[src/design/ctcr_pkg.sv]
// Shared constants and types for the columnar transposition cipher with keyed
// byte rotation. Used by the top level, ctcr_rot and the testbench; depends on nothing.
package ctcr_pkg;

  localparam int MAX_BYTES = 64;
  localparam int KEY_MAX   = 16;

  localparam int BYTE_W    = 8;
  localparam int ROT_W     = 3;
  localparam int KEY_LEN_W = 5;
  localparam int KEY_ROT_W = 48;
  localparam int CFG_IDX_W = 1;

  localparam int ADDR_W = (MAX_BYTES > 1) ? $clog2(MAX_BYTES) : 1;
  localparam int CNT_W  = $clog2(MAX_BYTES + 1);
  localparam int KIDX_W = (KEY_MAX > 1) ? $clog2(KEY_MAX) : 1;

  localparam logic [CFG_IDX_W-1:0] REG_KEY_LENGTH    = CFG_IDX_W'(0);
  localparam logic [CFG_IDX_W-1:0] REG_KEY_ROTATIONS = CFG_IDX_W'(1);

  typedef logic [BYTE_W-1:0] byte_t;
  typedef logic [ROT_W-1:0]  rot_t;

endpackage

[src/design/columnar_transpose_rotate_cipher.sv]
// Top level of the columnar transposition cipher with keyed byte rotation.
// Depends on ctcr_pkg, ctcr_ram and ctcr_rot.
//
// Message bytes are taken one per cycle into a 64-entry store until the beat
// marked last; bytes beyond the store's capacity are dropped and every result
// of that message carries truncated. The input then stays not ready while the
// message is emitted in column order, each byte rotated right by the key entry
// for its output position. Each byte is emitted through the states S_READ,
// which reads the store's port, and S_FILL, which passes the byte through the
// shared rotator into the output register and waits while the output side
// stalls. Configuration writes are always accepted and must be made only
// while no message is in flight.
module columnar_transpose_rotate_cipher (
  input  logic                               clk,
  input  logic                               rst_n,
  input  logic                               in_valid,
  output logic                               in_ready,
  input  logic [ctcr_pkg::BYTE_W-1:0]        in_data_byte,
  input  logic                               in_last,
  output logic                               out_valid,
  input  logic                               out_ready,
  output logic [ctcr_pkg::BYTE_W-1:0]        out_byte,
  output logic                               out_last,
  output logic                               out_truncated,
  input  logic                               cfg_valid,
  output logic                               cfg_ready,
  input  logic [ctcr_pkg::CFG_IDX_W-1:0]     cfg_index,
  input  logic [ctcr_pkg::KEY_ROT_W-1:0]     cfg_data
);

  typedef enum logic [1:0] {S_LOAD, S_READ, S_FILL} state_t;

  localparam int CNT_W  = ctcr_pkg::CNT_W;
  localparam int KIDX_W = ctcr_pkg::KIDX_W;
  localparam int LEN_W  = ctcr_pkg::KEY_LEN_W;

  state_t                         state_r, state_nxt;
  logic [CNT_W-1:0]               count_r, count_nxt;
  logic                           overflow_r, overflow_nxt;
  logic [CNT_W-1:0]               pos_r, pos_nxt;
  logic [CNT_W-1:0]               col_r, col_nxt;
  logic [KIDX_W-1:0]              ki_r, ki_nxt;
  logic [CNT_W-1:0]               j_r, j_nxt;
  logic [LEN_W-1:0]               key_length_r;
  logic [ctcr_pkg::KEY_ROT_W-1:0] key_rotations_r;
  logic                           out_valid_r, out_valid_nxt;
  ctcr_pkg::byte_t                out_byte_r, out_byte_nxt;
  logic                           out_last_r, out_last_nxt;
  logic                           trunc_r, trunc_nxt;

  logic [LEN_W-1:0]       eff_len;
  logic                   in_acc;
  logic                   store_we;
  logic                   ram_re;
  ctcr_pkg::byte_t        ram_rdata;
  ctcr_pkg::byte_t        rot_byte;
  ctcr_pkg::rot_t         rot_amt;
  logic                   out_free;
  logic                   final_beat;
  logic [CNT_W:0]         pos_sum;
  logic [KIDX_W:0]        ki_inc;

  always_comb begin
    if (key_length_r == '0) begin
      eff_len = LEN_W'(1);
    end else if (key_length_r > LEN_W'(ctcr_pkg::KEY_MAX)) begin
      eff_len = LEN_W'(ctcr_pkg::KEY_MAX);
    end else begin
      eff_len = key_length_r;
    end
  end

  assign in_ready  = (state_r == S_LOAD);
  assign in_acc    = in_valid && in_ready;
  assign store_we  = in_acc && (count_r < CNT_W'(ctcr_pkg::MAX_BYTES));
  assign ram_re    = (state_r == S_READ);
  assign cfg_ready = 1'b1;

  assign rot_amt    = key_rotations_r[ctcr_pkg::ROT_W*ki_r +: ctcr_pkg::ROT_W];
  assign out_free   = !out_valid_r || out_ready;
  assign final_beat = (CNT_W'(j_r + CNT_W'(1)) == count_r);
  assign pos_sum    = {1'b0, pos_r} + (CNT_W+1)'(eff_len);
  assign ki_inc     = {1'b0, ki_r} + (KIDX_W+1)'(1);

  ctcr_ram #(
    .WIDTH(ctcr_pkg::BYTE_W),
    .DEPTH(ctcr_pkg::MAX_BYTES)
  ) u_store (
    .clk  (clk),
    .we   (store_we),
    .waddr(count_r[ctcr_pkg::ADDR_W-1:0]),
    .wdata(in_data_byte),
    .re   (ram_re),
    .raddr(pos_r[ctcr_pkg::ADDR_W-1:0]),
    .rdata(ram_rdata)
  );

  ctcr_rot u_rot (
    .data_in (ram_rdata),
    .amount  (rot_amt),
    .data_out(rot_byte)
  );

  always_comb begin
    state_nxt     = state_r;
    count_nxt     = count_r;
    overflow_nxt  = overflow_r;
    pos_nxt       = pos_r;
    col_nxt       = col_r;
    ki_nxt        = ki_r;
    j_nxt         = j_r;
    out_valid_nxt = out_valid_r && !out_ready;
    out_byte_nxt  = out_byte_r;
    out_last_nxt  = out_last_r;
    trunc_nxt     = trunc_r;

    unique case (state_r)
      S_LOAD: begin
        if (in_acc) begin
          if (store_we) begin
            count_nxt = count_r + CNT_W'(1);
          end else begin
            overflow_nxt = 1'b1;
          end
          if (in_last) begin
            state_nxt = S_READ;
          end
        end
      end
      S_READ: begin
        state_nxt = S_FILL;
      end
      S_FILL: begin
        if (out_free) begin
          out_valid_nxt = 1'b1;
          out_byte_nxt  = rot_byte;
          out_last_nxt  = final_beat;
          trunc_nxt     = overflow_r;
          if (final_beat) begin
            state_nxt    = S_LOAD;
            count_nxt    = '0;
            overflow_nxt = 1'b0;
            pos_nxt      = '0;
            col_nxt      = '0;
            ki_nxt       = '0;
            j_nxt        = '0;
          end else begin
            state_nxt = S_READ;
            j_nxt     = j_r + CNT_W'(1);
            if (pos_sum < {1'b0, count_r}) begin
              pos_nxt = pos_sum[CNT_W-1:0];
            end else begin
              col_nxt = col_r + CNT_W'(1);
              pos_nxt = col_r + CNT_W'(1);
            end
            if (LEN_W'(ki_inc) >= eff_len) begin
              ki_nxt = '0;
            end else begin
              ki_nxt = ki_inc[KIDX_W-1:0];
            end
          end
        end
      end
      default: begin
        state_nxt = S_LOAD;
      end
    endcase
  end

  always_ff @(posedge clk) begin
    if (!rst_n) begin
      state_r         <= S_LOAD;
      count_r         <= '0;
      overflow_r      <= 1'b0;
      pos_r           <= '0;
      col_r           <= '0;
      ki_r            <= '0;
      j_r             <= '0;
      out_valid_r     <= 1'b0;
      key_length_r    <= LEN_W'(1);
      key_rotations_r <= '0;
    end else begin
      state_r     <= state_nxt;
      count_r     <= count_nxt;
      overflow_r  <= overflow_nxt;
      pos_r       <= pos_nxt;
      col_r       <= col_nxt;
      ki_r        <= ki_nxt;
      j_r         <= j_nxt;
      out_valid_r <= out_valid_nxt;
      if (cfg_valid && cfg_ready) begin
        if (cfg_index == ctcr_pkg::REG_KEY_LENGTH) begin
          key_length_r <= cfg_data[LEN_W-1:0];
        end else if (cfg_index == ctcr_pkg::REG_KEY_ROTATIONS) begin
          key_rotations_r <= cfg_data;
        end
      end
    end
    out_byte_r <= out_byte_nxt;
    out_last_r <= out_last_nxt;
    trunc_r    <= trunc_nxt;
  end

  assign out_valid     = out_valid_r;
  assign out_byte      = out_byte_r;
  assign out_last      = out_last_r;
  assign out_truncated = trunc_r;

endmodule

[src/design/ctcr_ram.sv]
// Generic single-write, single-read RAM with a registered read port.
// Depends on nothing.
module ctcr_ram #(
  parameter int WIDTH = 8,
  parameter int DEPTH = 64
) (
  input  logic                                   clk,
  input  logic                                   we,
  input  logic [(DEPTH > 1 ? $clog2(DEPTH) : 1)-1:0] waddr,
  input  logic [WIDTH-1:0]                       wdata,
  input  logic                                   re,
  input  logic [(DEPTH > 1 ? $clog2(DEPTH) : 1)-1:0] raddr,
  output logic [WIDTH-1:0]                       rdata
);

  logic [WIDTH-1:0] mem_r [DEPTH];

  always_ff @(posedge clk) begin
    if (we) begin
      mem_r[waddr] <= wdata;
    end
    if (re) begin
      rdata <= mem_r[raddr];
    end
  end

endmodule

[src/design/ctcr_rot.sv]
// Byte rotator shared by every emitted byte: rotates right by a 3-bit amount.
// Depends on ctcr_pkg.
module ctcr_rot (
  input  ctcr_pkg::byte_t data_in,
  input  ctcr_pkg::rot_t  amount,
  output ctcr_pkg::byte_t data_out
);

  logic [2*ctcr_pkg::BYTE_W-1:0] dbl;

  assign dbl      = {data_in, data_in} >> amount;
  assign data_out = dbl[ctcr_pkg::BYTE_W-1:0];

endmodule

[config.mk]
export PLATFORM = sky130hd
export DESIGN_NAME = columnar_transpose_rotate_cipher
export DESIGN_NICKNAME = d
export VERILOG_FILES = /design/src/design/ctcr_pkg.sv /design/src/design/columnar_transpose_rotate_cipher.sv /design/src/design/ctcr_ram.sv /design/src/design/ctcr_rot.sv
export SDC_FILE = /design/constraint.sdc
export NUM_CORES = 1
export LEC_CHECK = 0
export BUFFER_PORTS_ARGS = -buffer_cell sky130_fd_sc_hd__buf_2
export CAP_MARGIN = 20
export CORE_MARGIN = 2
export CORE_UTILIZATION = 52
export DETAILED_ROUTE_END_ITERATION = 16
export MAX_ROUTING_LAYER = met4
export PLACE_DENSITY_LB_ADDON = 0.08
export SLEW_MARGIN = 25
export SYNTH_ARGS = -nofsm -noshare
export SYNTH_HDL_FRONTEND = slang
export SYNTH_SLANG_ARGS = --single-unit
[constraint.sdc]
create_clock -name clk -period 4.35 [get_ports clk]
set_input_delay 0.2175 -clock clk [delete_from_list [all_inputs] [get_ports clk]]
set_output_delay 0.2175 -clock clk [all_outputs]
set_load 0.02 [all_outputs]
# Word level (Yosys, flattened, before mapping)
# Memory sizes are Yosys's and may differ from the RTL's. A register that Yosys moved wholly into a read port is not among the register bits.
# Index checks and enable logic that the tools add are counted.
# totals
output_inout_bits	13
memories	1
register_bits	99
ram_bits	512
# mem_list
memory	depth	width	read_ports	rd_clocked_by_memory_dff	write_ports	line_no	rtl
u_store.mem_r	64	8	1	1	1	ctcr_ram.sv:16	logic [WIDTH-1:0] mem_r [DEPTH];
# classes
shift	2
n_lt_le_gt_ge	4
add_sub_neg	5
mul	1
mux	28
eq_ne	10
reduce_logical	16
n_bitwise	1
# op_table
op	count
7-bit two-way mux	9
48-bit by 7-bit indexed part select with 3-bit output	1
7-bit by 1-bit adder with 7-bit output, second input constant	3
16-bit by 3-bit >> shifter with 8-bit output	1
7-bit case mux with 2 select lines	1
5-bit two-way mux	2
5-bit AND reduction	2
1-bit two-way mux	9
7-bit by 5-bit adder with 8-bit output	1
8-bit by 7-bit < comparator with 1-bit output	1
4-bit two-way mux	2
2-bit != test, second input constant	4
7-bit == test	1
7-bit < comparator, second input constant	1
2-bit by 4-bit multiplier with 6-bit output, first input constant	1
2-bit two-way mux	3
2-bit by 1-bit != test with 1-bit output, second input constant	3
2-bit case mux with 3 select lines	1
2-bit AND reduction	3
3-bit AND reduction	2
4-bit by 1-bit adder with 5-bit output, second input constant	1
5-bit >= comparator	1
5-bit greater-than comparator, second input constant	1
5-bit zero test	1
other kinds (9)	12

# Logic depth before layout (Yosys ltp)
# Gate-level depths: netlist of run 1.
# depth
depth_word	7
depth_mapped	16

# Modules after synthesis
# From an unflattened synthesis of run 1, not the netlist that was laid out.
# unflattened
hier_cells	1532
hier_area_um2	25557.0
# modules_own_cells
module	seq_area_each_um2	n_inst	cells_each	area_per_inst_um2
ctcr_ram	15615.0	1	940	20246.9
columnar_transpose_rotate_cipher	2082.0	1	573	4983.5
ctcr_rot	0.0	1	19	326.6

# Worst setup path after synthesis of run 1
# Ideal clock, no wire load.
# synth_path
kind	register to register
startpoint	reg key_length_r[1]
endpoint	reg col_r[3]
path_buffers	1
synth_period_minus_slack_ns	3.331
path_stages_with_launch	17
t_arrival_ns	3.256
setup_slack_ns	1.019
path_cell_list	dfxtp_1 nor3_1 nor2_1 nor2_1 ha_1 fa_1 a21o_1 a21oi_1 o31ai_1 xor2_1 ha_1 and3_1 and2_1 clkbuf_1 nor3_1 or4_1 a31oi_1
# synth_via
elab_chain_cells	7
elab_cells_between_ends	8
classes_between	add/sub (1); order compare (2); eq/ne (1); mux (2); reduce/logical (2)
# synth_rtl
item	line_no	rtl
start: declaration	columnar_transpose_rotate_cipher.sv:44	logic [LEN_W-1:0] key_length_r;
start signal: assignment	columnar_transpose_rotate_cipher.sv:193	key_length_r <= cfg_data[LEN_W-1:0];
5-bit greater-than comparator	columnar_transpose_rotate_cipher.sv:66	end else if (key_length_r > LEN_W'(ctcr_pkg::KEY_MAX)) begin
5-bit two-way mux	columnar_transpose_rotate_cipher.sv:66	
5-bit two-way mux *	columnar_transpose_rotate_cipher.sv:64	if (key_length_r == '0) begin
7-bit by 5-bit adder with 8-bit output *	columnar_transpose_rotate_cipher.sv:82	assign pos_sum = {1'b0, pos_r} + (CNT_W+1)'(eff_len);
8-bit by 7-bit < comparator with 1-bit output *	columnar_transpose_rotate_cipher.sv:150	if (pos_sum < {1'b0, count_r}) begin
2-bit != test (no line) *	n/a	
3-bit AND reduction (no line) *	n/a	
end signal: assignment	columnar_transpose_rotate_cipher.sv:187	col_r <= col_nxt;
end: declaration	columnar_transpose_rotate_cipher.sv:41	logic [CNT_W-1:0] col_r, col_nxt;
# Mark *: on every way between the ends. The rest lies on a longest branch, timed or not.
# A chain may end at the register's enable or synchronous reset.

# Worst setup path in the final report of run 1
# layout_path
startpoint	reg key_length_r[1]
endpoint	reg col_r[0]
# The elaborated chain is that of the path after synthesis.

==> results.yml, run 1 <==
run_status:
  status: "finished, final reports clean"
synthesis:
  synth_fp_nets: 1529
  ys_ff_latch: 619
  yosysMostFrequentCell: "edfxtp_1"
  synth_edf_count: 530
  syn_inst: 1445
  synthFlopType: "edfxtp_1"
  synthesis.area_sq_um: 25400
  yosysSeqAreaShare: 0.697
  synth_area_leaders: "edfxtp_1 63%, mux4_2 15%, dfxtp_1 7.0%, nand2_1 2.2%, nor2_1 1.3%"
  async_flop_share: 0
  syn_avg_cell_area_sq_um: 17.6
  synth-warning-count: 0
  synth_top_area_cell: "edfxtp_1"
  synth_top_area_frac: 0.627
  synth_top_cells_by_count: "530 x edfxtp_1, 164 x mux4_2, 146 x nand2_1"
  synth_cell_type_count: 58
global_routing:
  grt.total_usage: 0.240
  grt_pass1_wl_um: 85900
  met3_usage: 0.0425
  grt_max_degree: 73
  grt_overflow: 0
  grt_busiest_layer: "met2"
  grtUsageMet2: 0.367
  grt_use_met1: 0.338
  antenna_found_initial: 1
  grt_pass1_vias: 13729
worst_setup_path:
  rrSetupSlack_ns: 0.54
  crit_chain: "nor3_1, nor2_1, nor2_1, ha_1, fa_1, a21o_1, a21oi_1, o31ai_1, xor2_1, ha_1, and3_1, a31o_2, nor3_1, a21oi_1, o31ai_1"
  slowest_stage: "nor3_1"
  cp_top_family: "compound AO/OA/AOI/OAI gates"
  worstPathArrival_ns: 4.31
  ff2ff_path_depth: 15
  r2r-start: "key_length_r[1]"
  worst_ep_required_time_ns: 4.85
  end_kind: "flip-flop"
  crit_type: "flip-flop to flip-flop"
  critPathBufInv: 0
  startpoint_type: "flip-flop"
  worstReg2RegEnd: "col_r[0]"
  cp_slowest_stage_delay_ns: 0.56
  worst-path-max-fanout: 6
clock_tree:
  root_buffer: "clkbuf_16"
  clk_pin_slew_ns: 0.06
  cts_num_sinks: 619
  cts_made_buffers: 67
  htreeDepth: 3
  cts_resized: 0
  clk_latency_ns: 0.59
  post-cts-setup-buffers: 0
  cts_buffer_depth: 3
  tritoncts: "done"
  ctsHoldBuffers: 53
detailed_routing:
  wire_per_inst_um: 25.4
  drt-total-wl_um: 57300
  via_per_inst: 6.04
  drc_errors: 0
  drt_iter0_markers: 1348
  via_count: 13646
  ant_nets: 0
  firstDrtPassIters: 7
cells_and_area:
  fillers: 3535
  fin_area_sq_um: 29000
  fin_nets: 1680
  area.growth.synth_to_final_pct: 14.4
  drive_above_1_share: 0.232
job:
  max-cap-violations: 0
timing:
  fin_setup_tns_ns: 0
  worstMarginPinSlew_ns: 0.998
  rsz0062_at_grt: "false"
  worst_clock_skew_ns: 0.0161
  relSlewSlack: 0.334
  min_period_over_period: 0.876
  fmax_mhz: 262
  hold_violations: 0
  slew_violations: 0
  setup_viol: 0
  period_needed_ns: 3.81
die:
  start_util: 0.529
  die-area_sq_um: 50600
  rows: 80
  chipHeight_um: 225
  boundaryPins: 76
  coreArea_sq_um: 47900
  die_w_um: 225
place:
  io_buffers: 74
  routabilityCongestion: 0.863
  hpwl_um: 34800
  placed_cell_area_sq_um: 26400
min_path:
  hp-class: "input port to flip-flop"
  hold_path_depth: 1
  min_to: "u_store.mem_r[14][2]"
  min_from: "in_data_byte[2]"
pwr:
  p_total_uw: 12500
  clock_power_share: 0.429
  p_int_uw: 9890
  switching_share: 0.207
  comb_power_share: 0.049
  p_leak_uw: 0.00932
  seqPwrFrac: 0.522
  p_per_area_nw_per_um2: 430
  p_sw_uw: 2590
  peakVddDrop_mv: 0.356
==> worst max-delay path by stage <==
stage,startpoint,to,cells past startpoint
after CTS,key_length_r[1],col_r[0],14
after global routing,key_length_r[2],col_r[0],14
after global placement,key_length_r[1],col_r[0],14
after floorplan,key_length_r[1],col_r[3],16
final,key_length_r[1],col_r[0],15
after detailed placement,key_length_r[1],col_r[0],14
==> per-stage QoR <==
stage	worst slack, ns	cells	utilization	hold slack, ns
finish	0.538	2259	0.605	0.111
global route	0.225	2259	0.605	0.104
CTS	0.576	2258	0.605	0.0857
detailed placement	0.588	2089	0.552	0.443
global placement	0.615	2089	0.551	0.438
floorplan	1.02	1445	-	0.316
==> power groups by stage <==
stage | sequential, uW | combinational (uW) | clock (uW)
after floorplan | 6630 | 342 | 0
after global placement | 6640 | 566 | 0
after detailed placement | 6640 | 574 | 0
after CTS | 6520 | 612 | 5460
after global routing | 6520 | 660 | 5680
final | 6520 | 607 | 5350
==> cell families after synthesis <==
group                      after synthesis  share of synthesized area
DFF                                    619                      0.697
and+or+nand+nor                        303                     0.0507
muxes                                  218                      0.175
AOI/OAI and AO/OA                      160                     0.0397
buffers and inverters                  102                     0.0179
adders and majority gates               21                     0.0106
xor gates and xnor gates                21                    0.00892
other                                    1                   0.000148
==> cell type report <==
cell class              instances  area (sq um)  area share
diodes                          1          2.50   0.0000862
clock buffers                  88          1810      0.0623
clock inverters                28           235     0.00810
inverters                      22          82.6     0.00285
multi-input cells             724          7230       0.249
flip-flops and latches        619         17700       0.610
well taps                     615           769      0.0265
repair buffers                162          1190      0.0411
==> metal layers <==
metal / wire length (um) / part of all wire
met1: 25000 / 0.44
met3: 3520 / 0.061
met2: 27500 / 0.48
met4: 1300 / 0.023
met5: 0 / 0
==> sequential cells by signal (all words and copies together), names as in the netlist, 2 cells and up <==
signal,cells
col_r,7
pos_r,7
ki_r,4
count_r,7
u_store.mem_r,512
j_r,7
out_byte,8
u_store.rdata,8
key_rotations_r,48
state_r,2
key_length_r,5
==> cell usage in the layout (no fill, tap or decap), drive strengths merged, types with 5 or more instances in the layout <==
cell	instances
nand2b	6
o2111ai	11
o22ai	8
ha	20
nor2	89
xnor2	10
and3	10
mux4	174
buf	109
dlygate4sd3	53
nor2b	8
a21oi	66
nand3	21
a21o	6
nor3	7
clkbuf	88
a221oi	8
a31oi	7
nand4	5
nand2	146
xor2	8
o21ai	22
edfxtp	530
o211ai	7
mux2i	27
mux2	17
dfxtp	89
clkinv	23
o31ai	8
inv	22
Power figures use the tool's default switching activity.
==> run 2: changes to the inputs <==
--- a/config.mk
+++ b/config.mk
@@ -8,7 +8,7 @@
 export BUFFER_PORTS_ARGS = -buffer_cell sky130_fd_sc_hd__buf_2
 export CAP_MARGIN = 20
 export CORE_MARGIN = 2
-export CORE_UTILIZATION = 52
+export CORE_UTILIZATION = 55
 export DETAILED_ROUTE_END_ITERATION = 16
 export MAX_ROUTING_LAYER = met4
 export PLACE_DENSITY_LB_ADDON = 0.08
==> results.yml, run 2 (synthesis results as in run 1) <==
run_status:
  status: "finished, final reports clean"
global_routing:
  grt_pass1_wl_um: 83600
  grt.total_usage: 0.247
  antenna_found_initial: 0
  grt_max_degree: 130
  grt_overflow: 0
  grt_pass1_vias: 13311
detailed_routing:
  drt_iter0_markers: 1416
  ant_nets: 0
  wire_per_inst_um: 25.1
  via_count: 13591
  drc_errors: 0
  drt-total-wl_um: 56000
  via_per_inst: 6.09
  firstDrtPassIters: 5
worst_setup_path:
  crit_type: "flip-flop to flip-flop"
  crit_cells: 14
  worstPathArrival_ns: 4.26
  worst_ep_required_time_ns: 4.88
  ff2ff_path_depth: 14
  critPathBufInv: 2
  end_kind: "flip-flop"
  worstReg2RegEnd: "col_r[0]"
  rrSetupSlack_ns: 0.62
  r2r-start: "key_length_r[4]"
  crit_chain: "inv_1, nand2_1, inv_1, ha_1, nand2_1, o21a_1, o311ai_0, ha_1, a21o_1, a21o_1, a31o_2, nor3_1, a21oi_1, o31ai_1"
  startpoint_type: "flip-flop"
  cp_slowest_stage_delay_ns: 0.55
  cp_top_family: "compound AO/OA/AOI/OAI gates"
  worst-path-max-fanout: 6
  slowest_stage: "nor3_1"
clock_tree:
  tritoncts: "done"
  root_buffer: "clkbuf_16"
  cts_made_buffers: 61
  htreeDepth: 2
  cts_resized: 0
  cts_num_sinks: 619
  post-cts-setup-buffers: 0
  cts_buffer_depth: 3
  clk_latency_ns: 0.63
  clk_pin_slew_ns: 0.06
die:
  die_w_um: 219
  chipHeight_um: 219
  rows: 78
  start_util: 0.558
  coreArea_sq_um: 45500
  boundaryPins: 76
  die-area_sq_um: 47900
timing:
  fmax_mhz: 268
  fin_setup_tns_ns: 0
  worstMarginPinSlew_ns: 1.00
  period_needed_ns: 3.73
  min_period_over_period: 0.858
  worst_clock_skew_ns: 0.0212
  relSlewSlack: 0.332
  slew_violations: 0
  setup_viol: 0
  hold_violations: 0
  rsz0062_at_grt: "false"
cells_and_area:
  top_register: "u_store.mem_r"
  fin_area_sq_um: 29000
  final_cell_mix: "530 x edfxtp_1, 164 x mux4_2, 146 x nand2_1"
  diodes: 0
  area.growth.synth_to_final_pct: 14.3
  fin_nets: 1662
  top_regs: "u_store.mem_r x512, key_rotations_r x48"
  layout_commonest_cell: "edfxtp_1"
  utilization: 0.638
  drive_above_1_share: 0.231
  stdcell_count: 2231
  largest_reg_flops: 512
pwr:
  p_int_uw: 10100
  seqPwrFrac: 0.514
  switching_share: 0.206
  clock_power_share: 0.438
  p_total_uw: 12700
  p_leak_uw: 0.00931
  p_sw_uw: 2620
  p_per_area_nw_per_um2: 437
  comb_power_share: 0.048
  peakVddDrop_mv: 0.312
place:
  placed_cell_area_sq_um: 26300
  place_inst: 2060
  routabilityCongestion: 0.901
  hpwl_um: 33600
  io_buffers: 74
min_path:
  min_from: "cfg_index"
  min_to: "key_length_r[1]"
  hp-class: "input port to flip-flop"
  hold_path_depth: 4
job:
  max-cap-violations: 0
-- run 2: metal layers --
| metal | track usage | vias to the layer above | share of wire |
|---|---|---|---|
| li1 | - | 6032 | - |
| met1 | 0.352 | 7020 | 0.44 |
| met2 | 0.364 | 439 | 0.46 |
| met3 | 0.0545 | 100 | 0.065 |
| met4 | 0.0703 | 0 | 0.026 |
| met5 | - | - | 0 |
-- run 2: tightest hold or removal path: stages --
cell and delay, ns:
buf_2 0.10, nor2b_1 0.12, mux2i_1 0.14, nor2_1 0.08
-- run 2: how the worst max path moves through the flow --
| stage | from | end |
|---|---|---|
| after global placement | key_length_r[1] | col_r[0] |
| after floorplan | key_length_r[1] | col_r[3] |
| after global routing | key_length_r[1] | col_r[0] |
| after CTS | key_length_r[1] | col_r[0] |
| after detailed placement | key_length_r[1] | col_r[0] |
| final | key_length_r[4] | col_r[0] |
-- run 2: area by class of cell --
type	instances	area (sq um)
fillers	3229	16500
inverters	22	82.6
clock inverters	41	531
clock buffers	75	1600
repair buffers	150	1120
well taps	600	751
flip-flops and latches	619	17700
multi-input cells	724	7230
-- run 2: per-stage QoR --
stage | hold WS [ns] | worst slack (ns)
2_1_floorplan | 0.316 | 1.02
3_3_place_gp | 0.439 | 0.637
3_5_place_dp | 0.442 | 0.617
4_1_cts | 0.0456 | 0.605
5_1_grt | 0.0777 | 0.310
6_report | 0.0760 | 0.619
-- run 2: power groups by stage --
stage,sequential [uW],combinational [uW],clock (uW)
after floorplan,6630,342,0
after global placement,6640,561,0
after detailed placement,6640,571,0
after CTS,6510,611,5640
after global routing,6510,659,5880
final,6510,607,5560
-- run 2: timing repair --
| action | in CTS | in global routing |
|---|---|---|
| endpoints found under the setup margin | 0 | 0 |
| endpoints found under the hold margin | 73 | 0 |
| hold buffers | 55 | 0 |
==> run 3: changes to the inputs <==
--- a/config.mk
+++ b/config.mk
@@ -15,4 +15,5 @@
 export SLEW_MARGIN = 25
 export SYNTH_ARGS = -nofsm -noshare
 export SYNTH_HDL_FRONTEND = slang
+export SYNTH_HIERARCHICAL = 1
 export SYNTH_SLANG_ARGS = --single-unit
==> results.yml, run 3 <==
run_status:
  status: "finished, final reports clean"
cells_and_area:
  fin_area_sq_um: 29000
  layout_commonest_cell: "edfxtp_1"
  top_register: "u_store/mem_r"
  area.growth.synth_to_final_pct: 13.7
  fin_nets: 1768
  top_regs: "u_store/mem_r x512, key_rotations_r x48"
  drive_above_1_share: 0.221
  largest_reg_flops: 512
  final_cell_mix: "530 x edfxtp_1, 152 x nand2_1, 141 x mux4_2"
timing:
  slew_violations: 0
  fmax_mhz: 252
  min_period_over_period: 0.914
  rsz0062_at_grt: "false"
  worst_clock_skew_ns: 0.0190
  worstMarginPinSlew_ns: 0.939
  relSlewSlack: 0.372
  setup_viol: 0
  hold_violations: 0
  fin_setup_tns_ns: 0
  setup_ws_ns: 0.376
  period_needed_ns: 3.97
die:
  die_w_um: 220
  chipHeight_um: 220
  start_util: 0.561
  die-area_sq_um: 48200
  boundaryPins: 76
  coreArea_sq_um: 45600
  rows: 78
synthesis:
  synth_top_family_by_area: "multiplexers"
  ys_ff_latch: 619
  synthesis.area_sq_um: 25600
  syn_inst: 1532
  synth_top_cells_by_count: "530 x edfxtp_1, 152 x nand2_1, 141 x mux4_2"
  synth_top_area_frac: 0.623
  synth_area_leaders: "edfxtp_1 62%, mux4_2 12%, dfxtp_1 7.0%, nand2_1 2.2%, nor2_1 1.6%"
  yosys.area_share.simple: 0.0658
  yosysMostFrequentCell: "edfxtp_1"
  synth-xor-area-share: 0.00685
  syn_avg_cell_area_sq_um: 16.7
  synth_fa_ha_area_frac: 0.0106
  synthFlopType: "edfxtp_1"
  synth_cell_type_count: 73
  synth_fp_nets: 1616
  yosysSeqAreaShare: 0.692
  synth_edf_count: 530
  async_flop_share: 0
  muxShareOfSynthArea: 0.154
  synth_compound_area_frac: 0.0485
  synth_top_area_cell: "edfxtp_1"
  synth-warning-count: 6
clock_tree:
  cts_resized: 0
  clk_latency_ns: 0.62
  clk_pin_slew_ns: 0.06
  cts_buffer_depth: 3
  tritoncts: "done"
  cts_made_buffers: 61
  cts_num_sinks: 619
  htreeDepth: 2
  root_buffer: "clkbuf_16"
global_routing:
  antenna_found_initial: 1
  grt_overflow: 0
  grt_max_degree: 109
  grt_pass1_vias: 14368
  grt_pass1_wl_um: 88500
  grt.total_usage: 0.259
worst_setup_path:
  worst_ep_required_time_ns: 4.86
  slowest_stage: "or2_1"
  worst-path-max-fanout: 14
  cp_slowest_stage_delay_ns: 0.46
  worstPathArrival_ns: 4.48
  crit_type: "flip-flop to flip-flop"
  end_kind: "flip-flop"
  crit_chain: "inv_1, nand2_1, inv_1, ha_1, a211oi_1, o21bai_1, a21oi_1, xnor2_1, ha_1, a21o_1, a221o_1, a31o_2, or2_1, a21o_1, a221o_1"
  startpoint_type: "flip-flop"
detailed_routing:
  via_count: 14398
  via_per_inst: 6.17
  drt-total-wl_um: 59000
  ant_nets: 0
  firstDrtPassIters: 8
  drc_errors: 0
  drt_iter0_markers: 1413
  wire_per_inst_um: 25.3
pwr:
  peakVddDrop_mv: 0.371
  p_per_area_nw_per_um2: 420
  p_leak_uw: 0.00926
place:
  placed_cell_area_sq_um: 26600
  hpwl_um: 35500
  place_ws_ns: 0.423
  routabilityCongestion: 0.854
  io_buffers: 74
job:
  max-cap-violations: 0
min_path:
  hp-class: "input port to flip-flop"
-- run 3: cell types whose count changed after synthesis, sizes merged, moves of 8 or more --
cell / change
mux4: -25
nor2b: +10
nor2: +22
o221ai: +8
nor3: +8
buf: +20
clkbuf: -13
-- run 3: what timing repair did --
item / 4_1_cts / 5_1_grt
setup buffers: 0 / 0
hold buffers: 52 / 0
hold endpoints to repair: 55 / 0
-- run 3: metal layers --
metal | vias up | routed length (um) | part of all wire | track usage
met3 | 121 | 3610 | 0.061 | 0.0393
met5 | - | 0 | 0 | -
met4 | 0 | 1970 | 0.033 | 0.0971
met2 | 508 | 28500 | 0.48 | 0.404
li1 | 6365 | - | - | -
met1 | 7404 | 25000 | 0.42 | 0.349
-- run 3: critical path, delay by kind of cell (launching register included) --
| family | cells | cell delay (ns) |
|---|---|---|
| AND/OR/NAND/NOR | 2 | 0.57 |
| adder cells (fa/ha/maj) | 2 | 0.55 |
| buffers and inverters | 2 | 0.19 |
| flip-flops | 1 | 0.37 |
| AO/OA/AOI/OAI | 8 | 2.03 |
| XOR/XNOR | 1 | 0.17 |
-- run 3: report_power, final --
part	internal (uW)	leakage [uW]	switching, uW
logic	237	0.00283	362
clock network	2920	0.000931	2170
registers	6490	0.00550	35.1
-- run 3: kinds of logic after synthesis --
| group | count (synthesis) |
|---|---|
| multiplexers | 202 |
| XOR/XNOR | 20 |
| flip-flops | 619 |
| adder cells (fa/ha/maj) | 21 |
| AND/OR/NAND/NOR | 378 |
| AO/OA/AOI/OAI | 187 |
| buffers and inverters | 104 |
| other | 1 |
-- run 3: final cells by class --
| type | count | area, sq um |
|---|---|---|
| Timing Repair Buffer | 176 | 1280 |
| Tap cell | 600 | 751 |
| Clock buffer | 76 | 1630 |
| Clock inverter | 37 | 293 |
| Antenna cell | 1 | 2.50 |
| Inverter | 17 | 63.8 |
| Sequential cell | 619 | 17700 |
| Multi-Input combinational cell | 809 | 7320 |
| Fill cell | 3203 | 16500 |
-- run 3: worst paths after layout --
path                   start  slack [ns]       endpoint  cells after the start
max reg2reg  key_length_r[4]        0.38       pos_r[5]                     15
min                    rst_n        0.03     count_r[5]                      2
max          key_length_r[4]        0.38       pos_r[5]                     15
min reg2reg       overflow_r        0.44  out_truncated                      0
-- run 3: per-stage QoR --
step                      power (uW)  hold WS, ns   util  instances
after floorplan                 6990        0.316      -       1532
after global routing           12600       0.0140  0.637       2335
after detailed placement        7210        0.432  0.584       2169
final                          12200       0.0270  0.637       2335
after CTS                      12300      0.00163  0.637       2334
after global placement          7200        0.421  0.584       2169
